[config.mk]
export PLATFORM = sky130hd
export DESIGN_NAME = source_param_stream_monitor_unit
export DESIGN_NICKNAME = d
export VERILOG_FILES = /design/src/rtl/spsm_pkg.sv /design/src/rtl/source_param_stream_monitor_unit.sv
export SDC_FILE = /design/constraint.sdc
export NUM_CORES = 1
export LEC_CHECK = 0
export ABC_AREA = 1
export BUFFER_PORTS_ARGS = -buffer_cell sky130_fd_sc_hd__buf_2
export CORE_ASPECT_RATIO = 0.7
export CORE_MARGIN = 8
export CORE_UTILIZATION = 29
export CTS_CLUSTER_DIAMETER = 40
export DETAILED_ROUTE_END_ITERATION = 8
export SKIP_CTS_REPAIR_TIMING = 1
export SLEW_MARGIN = 25
export SYNTH_ARGS = -nofsm -noshare
export SYNTH_HDL_FRONTEND = slang
export SYNTH_SLANG_ARGS = --single-unit
[constraint.sdc]
create_clock -name clk_i -period 3.33 [get_ports clk_i]
set_input_delay 0.333 -clock clk_i [delete_from_list [all_inputs] [get_ports clk_i]]
set_output_delay 0.333 -clock clk_i [all_outputs]
set_load 0.02 [all_outputs]
[src/rtl/spsm_pkg.sv]
// ----------------------------------------------------------------------------
// Source parameter stream monitor package
// Sizes, constants and register indexes of the stream monitor.
// ----------------------------------------------------------------------------
package spsm_pkg;

  localparam int unsigned STORE_DEPTH         = 8;
  localparam int unsigned CONFIG_REPEAT_LIMIT = 3;

  localparam int unsigned IDX_W    = $clog2(STORE_DEPTH + 1);
  localparam int unsigned NUM_CH   = 5;
  localparam int unsigned CODE_W   = 7;
  localparam int unsigned VAL_W    = 10;
  localparam int unsigned DATA_W   = 6;
  localparam int unsigned CNT_W    = 8;
  localparam int unsigned BYTE_W   = 8;
  localparam int unsigned LINK_W   = 16;
  localparam int unsigned CFG_IDX_W = 3;
  localparam int unsigned CFG_DATA_W = 50;

  localparam logic [BYTE_W-1:0] DATA_FLAG  = 8'h80;
  localparam logic [DATA_W-1:0] DATA_MASK  = 6'h3f;
  localparam logic [3:0]        HIGH_MASK  = 4'hf;
  localparam logic [CNT_W-1:0]  REPEAT_LIMIT = CNT_W'(CONFIG_REPEAT_LIMIT);
  localparam logic [NUM_CH-1:0] ALL_FLAGS  = '1;

  typedef enum logic [CFG_IDX_W-1:0] {
    CFG_CHANNEL_CODES  = 3'd0,
    CFG_LOWER_BOUNDS   = 3'd1,
    CFG_UPPER_BOUNDS   = 3'd2,
    CFG_FINE_LIMIT     = 3'd3,
    CFG_TUNE_LIMIT     = 3'd4,
    CFG_SAMPLE_TIMEOUT = 3'd5,
    CFG_LINK_MIN_BYTES = 3'd6,
    CFG_REPEAT_BYTE    = 3'd7
  } cfg_idx_e;

  typedef enum logic {
    REQ_BYTE = 1'b0,
    REQ_TICK = 1'b1
  } req_type_e;

endpackage

[src/rtl/source_param_stream_monitor_unit.sv]
// ----------------------------------------------------------------------------
// Source parameter stream monitor
// Parses a serial byte stream into channel values, range-checks them and
// tracks link activity, regulation status and configuration requests.
// ----------------------------------------------------------------------------
// Path: input transfer into the input register, then one pass through the
// decode logic into the state and result registers.
// Throughput: one item per cycle while the output is not stalled, set by the single update pass.
// Reset: asynchronous; clears the data store, the configuration registers and all
// other state but the input register's payload to their defaults; no clearing pass.
module source_param_stream_monitor_unit
  import spsm_pkg::*;
(
  input  logic                  clk_i,
  input  logic                  rst_ni,
  input  logic                  cfg_we_i,
  input  logic [CFG_IDX_W-1:0]  cfg_index_i,
  input  logic [CFG_DATA_W-1:0] cfg_wdata_i,
  input  logic                  in_valid_i,
  output logic                  in_ready_o,
  input  logic                  req_type_i,
  input  logic [BYTE_W-1:0]     rx_byte_i,
  input  logic                  line_error_i,
  output logic                  out_valid_o,
  input  logic                  out_ready_i,
  output logic [VAL_W-1:0]      decoded_value_o,
  output logic [NUM_CH-1:0]     range_flags_o,
  output logic [VAL_W-1:0]      change_abs_o,
  output logic                  fine_regulation_o,
  output logic                  link_good_o,
  output logic                  block_done_o,
  output logic                  config_request_o,
  output logic                  rx_fault_o,
  output logic                  regulation_ok_o
);

  logic [NUM_CH*CODE_W-1:0] codes_q;
  logic [NUM_CH*VAL_W-1:0]  lower_q;
  logic [NUM_CH*VAL_W-1:0]  upper_q;
  logic [VAL_W-1:0]         fine_lim_q;
  logic [VAL_W-1:0]         tune_lim_q;
  logic [CNT_W-1:0]         timeout_q;
  logic [LINK_W-1:0]        link_min_q;
  logic [BYTE_W-1:0]        cfg_char_q;

  logic                     s1_valid_q;
  req_type_e                s1_req_q;
  logic [BYTE_W-1:0]        s1_byte_q;
  logic                     s1_err_q;

  logic                     out_valid_q, out_valid_d;
  logic                     done_q, done_d;
  logic                     request_q, request_d;

  logic [IDX_W-1:0]         idx_q, idx_d;
  logic [DATA_W-1:0]        store_q [STORE_DEPTH];
  logic [DATA_W-1:0]        store_d [STORE_DEPTH];
  logic [CODE_W-1:0]        prev_code_q, prev_code_d;
  logic [CNT_W-1:0]         miss_q [NUM_CH];
  logic [CNT_W-1:0]         miss_d [NUM_CH];
  logic [NUM_CH-1:0]        flags_q, flags_d;
  logic [VAL_W-1:0]         prev_val_q, prev_val_d;
  logic [VAL_W-1:0]         change_q, change_d;
  logic [LINK_W-1:0]        byte_cnt_q, byte_cnt_d;
  logic                     link_q, link_d;
  logic [CNT_W-1:0]         repeat_q, repeat_d;
  logic                     fine_q, fine_d;
  logic                     error_q, error_d;
  logic                     in_reg_q, in_reg_d;
  logic [VAL_W-1:0]         decoded_q, decoded_d;

  logic                     advance;
  logic [BYTE_W-1:0]        byte_v;
  logic [VAL_W-1:0]         value_v;
  logic [NUM_CH-1:0]        serve;
  logic [NUM_CH-1:0]        in_rng;
  logic [CNT_W-1:0]         miss_inc [NUM_CH];
  logic [CNT_W-1:0]         repeat_inc;
  logic [VAL_W-1:0]         diff_v;

  assign advance    = s1_valid_q && (!out_valid_q || out_ready_i);
  assign in_ready_o = !s1_valid_q || advance;

  always_ff @(posedge clk_i or negedge rst_ni) begin
    if (!rst_ni) begin
      codes_q    <= '0;
      lower_q    <= '0;
      upper_q    <= '1;
      fine_lim_q <= '0;
      tune_lim_q <= '0;
      timeout_q  <= '0;
      link_min_q <= '0;
      cfg_char_q <= '0;
    end else if (cfg_we_i) begin
      unique case (cfg_idx_e'(cfg_index_i))
        CFG_CHANNEL_CODES:  codes_q    <= cfg_wdata_i[NUM_CH*CODE_W-1:0];
        CFG_LOWER_BOUNDS:   lower_q    <= cfg_wdata_i[NUM_CH*VAL_W-1:0];
        CFG_UPPER_BOUNDS:   upper_q    <= cfg_wdata_i[NUM_CH*VAL_W-1:0];
        CFG_FINE_LIMIT:     fine_lim_q <= cfg_wdata_i[VAL_W-1:0];
        CFG_TUNE_LIMIT:     tune_lim_q <= cfg_wdata_i[VAL_W-1:0];
        CFG_SAMPLE_TIMEOUT: timeout_q  <= cfg_wdata_i[CNT_W-1:0];
        CFG_LINK_MIN_BYTES: link_min_q <= cfg_wdata_i[LINK_W-1:0];
        CFG_REPEAT_BYTE:    cfg_char_q <= cfg_wdata_i[BYTE_W-1:0];
        default:            codes_q    <= codes_q;
      endcase
    end
  end

  always_ff @(posedge clk_i or negedge rst_ni) begin
    if (!rst_ni) begin
      s1_valid_q <= 1'b0;
    end else if (in_ready_o) begin
      s1_valid_q <= in_valid_i;
    end
  end

  always_ff @(posedge clk_i) begin
    if (in_valid_i && in_ready_o) begin
      s1_req_q  <= req_type_e'(req_type_i);
      s1_byte_q <= rx_byte_i;
      s1_err_q  <= line_error_i;
    end
  end

  always_comb begin
    byte_v  = s1_err_q ? '0 : s1_byte_q;
    value_v = {store_q[0][3:0] & HIGH_MASK, store_q[1] & DATA_MASK};
    serve   = '0;
    for (int i = NUM_CH - 1; i >= 0; i--) begin
      if (prev_code_q == codes_q[CODE_W*i +: CODE_W]) begin
        serve    = '0;
        serve[i] = 1'b1;
      end
    end
    for (int i = 0; i < NUM_CH; i++) begin
      in_rng[i]   = (value_v > lower_q[VAL_W*i +: VAL_W]) &&
                    (value_v < upper_q[VAL_W*i +: VAL_W]);
      miss_inc[i] = miss_q[i] + CNT_W'(1);
    end
    repeat_inc = repeat_q + CNT_W'(1);
    diff_v     = (value_v >= prev_val_q) ? value_v - prev_val_q : prev_val_q - value_v;

    idx_d       = idx_q;
    store_d     = store_q;
    prev_code_d = prev_code_q;
    miss_d      = miss_q;
    flags_d     = flags_q;
    prev_val_d  = prev_val_q;
    change_d    = change_q;
    byte_cnt_d  = byte_cnt_q;
    link_d      = link_q;
    repeat_d    = repeat_q;
    fine_d      = fine_q;
    error_d     = error_q;
    in_reg_d    = in_reg_q;
    decoded_d   = decoded_q;
    done_d      = 1'b0;
    request_d   = 1'b0;

    unique case (s1_req_q)
      REQ_BYTE: begin
        byte_cnt_d = byte_cnt_q + LINK_W'(1);
        if (s1_err_q) begin
          error_d = 1'b1;
        end
        if (byte_v == cfg_char_q) begin
          error_d = 1'b1;
          if (repeat_inc > REPEAT_LIMIT) begin
            request_d = 1'b1;
            repeat_d  = '0;
          end else begin
            repeat_d = repeat_inc;
          end
        end else begin
          repeat_d = '0;
        end
        if ((byte_v & DATA_FLAG) != '0) begin
          for (int i = 0; i < STORE_DEPTH; i++) begin
            if (idx_q == IDX_W'(i + 1)) begin
              store_d[i] = byte_v[DATA_W-1:0] & DATA_MASK;
            end
          end
          idx_d = (idx_q == IDX_W'(STORE_DEPTH)) ? IDX_W'(1) : idx_q + IDX_W'(1);
        end else begin
          idx_d     = IDX_W'(1);
          decoded_d = value_v;
          for (int i = 0; i < NUM_CH; i++) begin
            if (serve[i]) begin
              miss_d[i] = miss_inc[i];
              if (miss_inc[i] > timeout_q) begin
                flags_d[i] = 1'b0;
              end
              if (in_rng[i]) begin
                flags_d[i] = 1'b1;
                miss_d[i]  = '0;
              end
            end
          end
          if (serve[0]) begin
            if (in_rng[0]) begin
              change_d   = diff_v;
              prev_val_d = value_v;
              if (diff_v <= fine_lim_q) begin
                if (in_reg_q) begin
                  fine_d = 1'b1;
                end
              end else begin
                fine_d = 1'b0;
              end
            end else begin
              fine_d = 1'b0;
            end
          end
          if (serve[NUM_CH-1]) begin
            done_d   = 1'b1;
            in_reg_d = (flags_d == ALL_FLAGS) && (change_d <= tune_lim_q);
          end
          prev_code_d = byte_v[CODE_W-1:0];
        end
      end
      REQ_TICK: begin
        if (byte_cnt_q > link_min_q) begin
          link_d     = 1'b1;
          byte_cnt_d = '0;
        end else begin
          link_d  = 1'b0;
          flags_d = '0;
          fine_d  = 1'b0;
        end
        error_d = 1'b0;
      end
      default: begin
        error_d = error_q;
      end
    endcase
  end

  always_comb begin
    if (advance) begin
      out_valid_d = 1'b1;
    end else if (out_ready_i) begin
      out_valid_d = 1'b0;
    end else begin
      out_valid_d = out_valid_q;
    end
  end

  always_ff @(posedge clk_i or negedge rst_ni) begin
    if (!rst_ni) begin
      out_valid_q <= 1'b0;
      done_q      <= 1'b0;
      request_q   <= 1'b0;
      idx_q       <= IDX_W'(1);
      prev_code_q <= '0;
      flags_q     <= '0;
      prev_val_q  <= '0;
      change_q    <= '0;
      byte_cnt_q  <= '0;
      link_q      <= 1'b0;
      repeat_q    <= '0;
      fine_q      <= 1'b1;
      error_q     <= 1'b1;
      in_reg_q    <= 1'b0;
      decoded_q   <= '0;
      for (int i = 0; i < STORE_DEPTH; i++) begin
        store_q[i] <= '0;
      end
      for (int i = 0; i < NUM_CH; i++) begin
        miss_q[i] <= '0;
      end
    end else begin
      out_valid_q <= out_valid_d;
      if (advance) begin
        done_q      <= done_d;
        request_q   <= request_d;
        idx_q       <= idx_d;
        store_q     <= store_d;
        prev_code_q <= prev_code_d;
        miss_q      <= miss_d;
        flags_q     <= flags_d;
        prev_val_q  <= prev_val_d;
        change_q    <= change_d;
        byte_cnt_q  <= byte_cnt_d;
        link_q      <= link_d;
        repeat_q    <= repeat_d;
        fine_q      <= fine_d;
        error_q     <= error_d;
        in_reg_q    <= in_reg_d;
        decoded_q   <= decoded_d;
      end
    end
  end

  assign out_valid_o       = out_valid_q;
  assign decoded_value_o   = decoded_q;
  assign range_flags_o     = flags_q;
  assign change_abs_o      = change_q;
  assign fine_regulation_o = fine_q;
  assign link_good_o       = link_q;
  assign block_done_o      = done_q;
  assign config_request_o  = request_q;
  assign rx_fault_o        = error_q;
  assign regulation_ok_o   = in_reg_q;

endmodule

==> flow_summary.toml <==
[floorplanning]
core_um2 = 66230
io_pins = 101
num_rows = 79
start_util = 0.2922
die_w_um = 324.7
dieHeight_um = 232.1
die-area_um2 = 75380

[setup_path]
cp_max_fo = 4
r2r_setup_slack_ps = 140
reg2reg_from = "store_q[36]$_DFFE_PN0P_"
startpoint = "store_q[36]$_DFFE_PN0P_"
crit_path_start_kind = "flop"
arrival_ps = 3700
required_ps = 3840
critPathCaptureType = "flop"
critPathKind = "flop to flop"

[logic_synthesis]
postSynthNetCount = 2708
async_flop_share = 0.9692
syn_area_per_cell_um2 = 7.943
synth_edf_count = 10
ys_ff_latch = 325
syn_inst = 2436
synth_seq_area_share = 0.4263
synth_cell_types = 43
ys_warn_count = 0
syn_area_um2 = 19350
synth_flop_cell = "dfrtp_1"

[clocking]
ctsRootBufferMaster = "clkbuf_16"
htreeDepth = 2
cts_sinks = 325
numCtsBuffers = 45
cts_max_path_buffers = 3
clk_latency_ps = 580
cts_tree = "done"
clk_pin_slew_ps = 60

[detailed_routing]
drt-total-wl_mm = 54.25
wl_per_cell_um = 15.39
via_per_inst = 4.516
post-route-drc-count = 0
first_pass_iters = 5
drt_iter0_drc = 1216
ant_nets = 0
via_count = 15920

[grt]
antenna_found_initial = 8
grt_overflow_total = 0
grt_pass1_wl_mm = 85.84
grt_max_degree = 101
grt.total_usage = 0.1421
grt_pass1_vias = 15060

[sta]
clock_skew_ps = 14.28
min_period_ps = 3187
worst_pin_slew_ps = 999.7
maxSlewViolCount = 0
relSlewSlack = 0.3299
fmaxAchievable_ghz = 0.3137
finalHoldViolations = 0
grt_setup_unrepaired = "true"
setup_viol = 0
min_period_over_period = 0.9572

[hold_path]
hold_start = "cfg_wdata_i[47]"
hold_class = "input pin to flop"

[layout]
multi_input_area_um2 = 9557
final_core_util = 0.3501
fillers = 6986
ff_latch_area_um2 = 8250
drive_gt1_frac = 0.1429
mostFrequentLayoutCells = "nand2_1, inv_1, o21ai_0"
fin_cells = 3526
final_common_cell = "nand2_1"
nNetsFinal = 2867
area_growth_pct = 19.84

[pwr]
p_leak_nw = 11.93
power_density_nw_per_um2 = 748.0
peakVddDrop_uv = 339.8

[job]
max_cap_violations = 0

[place]
dp_hpwl_mm = 40.20
io_buffers = 100
gp_congestion = 0.8939
dp.cells = 3411

[run_status]
outcome = "complete, no violations"
[state kept, by name, indices dropped and copies added (netlist names), 10 cells and up]
signal           flops
byte_cnt_q          16
change_abs_o        10
codes_q             35
decoded_value_o     10
fine_lim_q          10
link_min_q          16
lower_q             50
miss_q              40
prev_val_q          10
store_q             10
tune_lim_q          10
upper_q             50
[worst max-delay path, stage by stage, from the launching register on]
cell	delay, ps
dfrtp_1	380
inv_2	80
ha_4	130
inv_2	40
fa_2	410
nand2_2	70
nand2_2	60
a21o_1	190
nand3_1	80
nand2_2	110
buf_6	160
o21ai_4	170
o21ai_1	90
ha_1	320
a21oi_2	130
o21ai_1	90
nand2_1	70
nand4_1	110
nand2_2	120
nand3_2	70
nor2_1	110
nand3_1	70
nand2_1	70
[final cells by class]
| type | count | area share |
|---|---|---|
| Multi-Input combinational cell | 1645 | 0.4121 |
| Sequential cell | 325 | 0.3558 |
| Inverter | 408 | 0.06626 |
| Clock buffer | 55 | 0.05277 |
| Timing Repair Buffer | 170 | 0.04996 |
| Tap cell | 891 | 0.04808 |
| Clock inverter | 29 | 0.01468 |
| Antenna cell | 3 | 0.0003237 |
[power breakdown]
part / internal [W] / total (W) / switching (W)
Sequential: 0.00489 / 0.00555 / 0.000660
Combinational: 0.00262 / 0.00680 / 0.00418
Clock: 0.00300 / 0.00499 / 0.00200
Total: 0.0105 / 0.0173 / 0.00684
[synthesized netlist by cell type (2+ instances only)]
| cell type | instances | area (µm²) |
|---|---|---|
| nor4_1 | 2 | 12.51 |
| buf_4 | 8 | 60.06 |
| o22ai_1 | 13 | 81.33 |
| o21ai_1 | 4 | 20.02 |
| o21bai_1 | 12 | 90.09 |
| nor3_1 | 5 | 25.02 |
| dfrtp_1 | 262 | 6556 |
| nor2_4 | 6 | 67.56 |
| nand3b_1 | 2 | 15.01 |
| nand3_1 | 86 | 430.4 |
| o211ai_1 | 4 | 30.03 |
| a21o_1 | 9 | 67.56 |
| xor2_1 | 48 | 420.4 |
| o21ai_2 | 7 | 61.31 |
| o21ai_0 | 292 | 1461 |
| xnor2_1 | 20 | 175.2 |
| nand4_1 | 17 | 106.4 |
| inv_2 | 8 | 30.03 |
| nand2_1 | 672 | 2522 |
| clkbuf_1 | 40 | 150.1 |
| o21a_1 | 10 | 75.07 |
| dfstp_2 | 53 | 1393 |
| buf_2 | 5 | 25.02 |
| nand2_2 | 3 | 18.77 |
| ha_1 | 202 | 2527 |
| buf_6 | 4 | 45.04 |
| edfxtp_1 | 10 | 300.3 |
| fa_1 | 2 | 40.04 |
| a21oi_1 | 83 | 415.4 |
| o31ai_1 | 4 | 30.03 |
| inv_1 | 398 | 1494 |
| nor2_1 | 134 | 503.0 |
[layer usage]
metal,share of wire,GRT usage,up-vias
li1,-,-,8107
met1,0.51,0.2153,7368
met2,0.39,0.1983,376
met3,0.078,0.03998,66
met4,0.015,0.02848,6
met5,0.00076,0,-
[path summary, 6_finish.rpt]
check	end	depth (start not counted)
min in group asynchronous	decoded_value_o[7]$_DFFE_PN0P_	2
min reg2reg	decoded_value_o[9]$_DFFE_PN0P_	2
max in group asynchronous	upper_q[16]$_DFFE_PN1P_	3
max	regulation_ok_o$_DFFE_PN0P_	22
min	upper_q[47]$_DFFE_PN1P_	3
max reg2reg	regulation_ok_o$_DFFE_PN0P_	22
[cell families after synthesis]
logic type | after synthesis | synth area share
AOI/OAI and AO/OA | 439 | 0.1210
adders and majority gates | 204 | 0.1327
xor gates and xnor gates | 68 | 0.03078
buffers and inverters | 467 | 0.09421
and+or+nand+nor | 933 | 0.1950
DFF | 325 | 0.4263
[per-stage QoR]
step                      setup slack, ps  total power, W  hold WS [ps]  TNS (ps)  instance area (µm²)
after CTS                           13.49         0.01689        -182.0         0                22620
after global placement              87.90         0.01167         438.6         0                21060
after global routing               -75.02         0.01877         11.60    -135.5                23180
after floorplan                     127.8        0.009746         37.41         0                19350
final                               142.6         0.01734         3.295         0                23190
after detailed placement            23.48         0.01178         431.0         0                21060
Note: power is estimated with default switching activity, not from simulation.
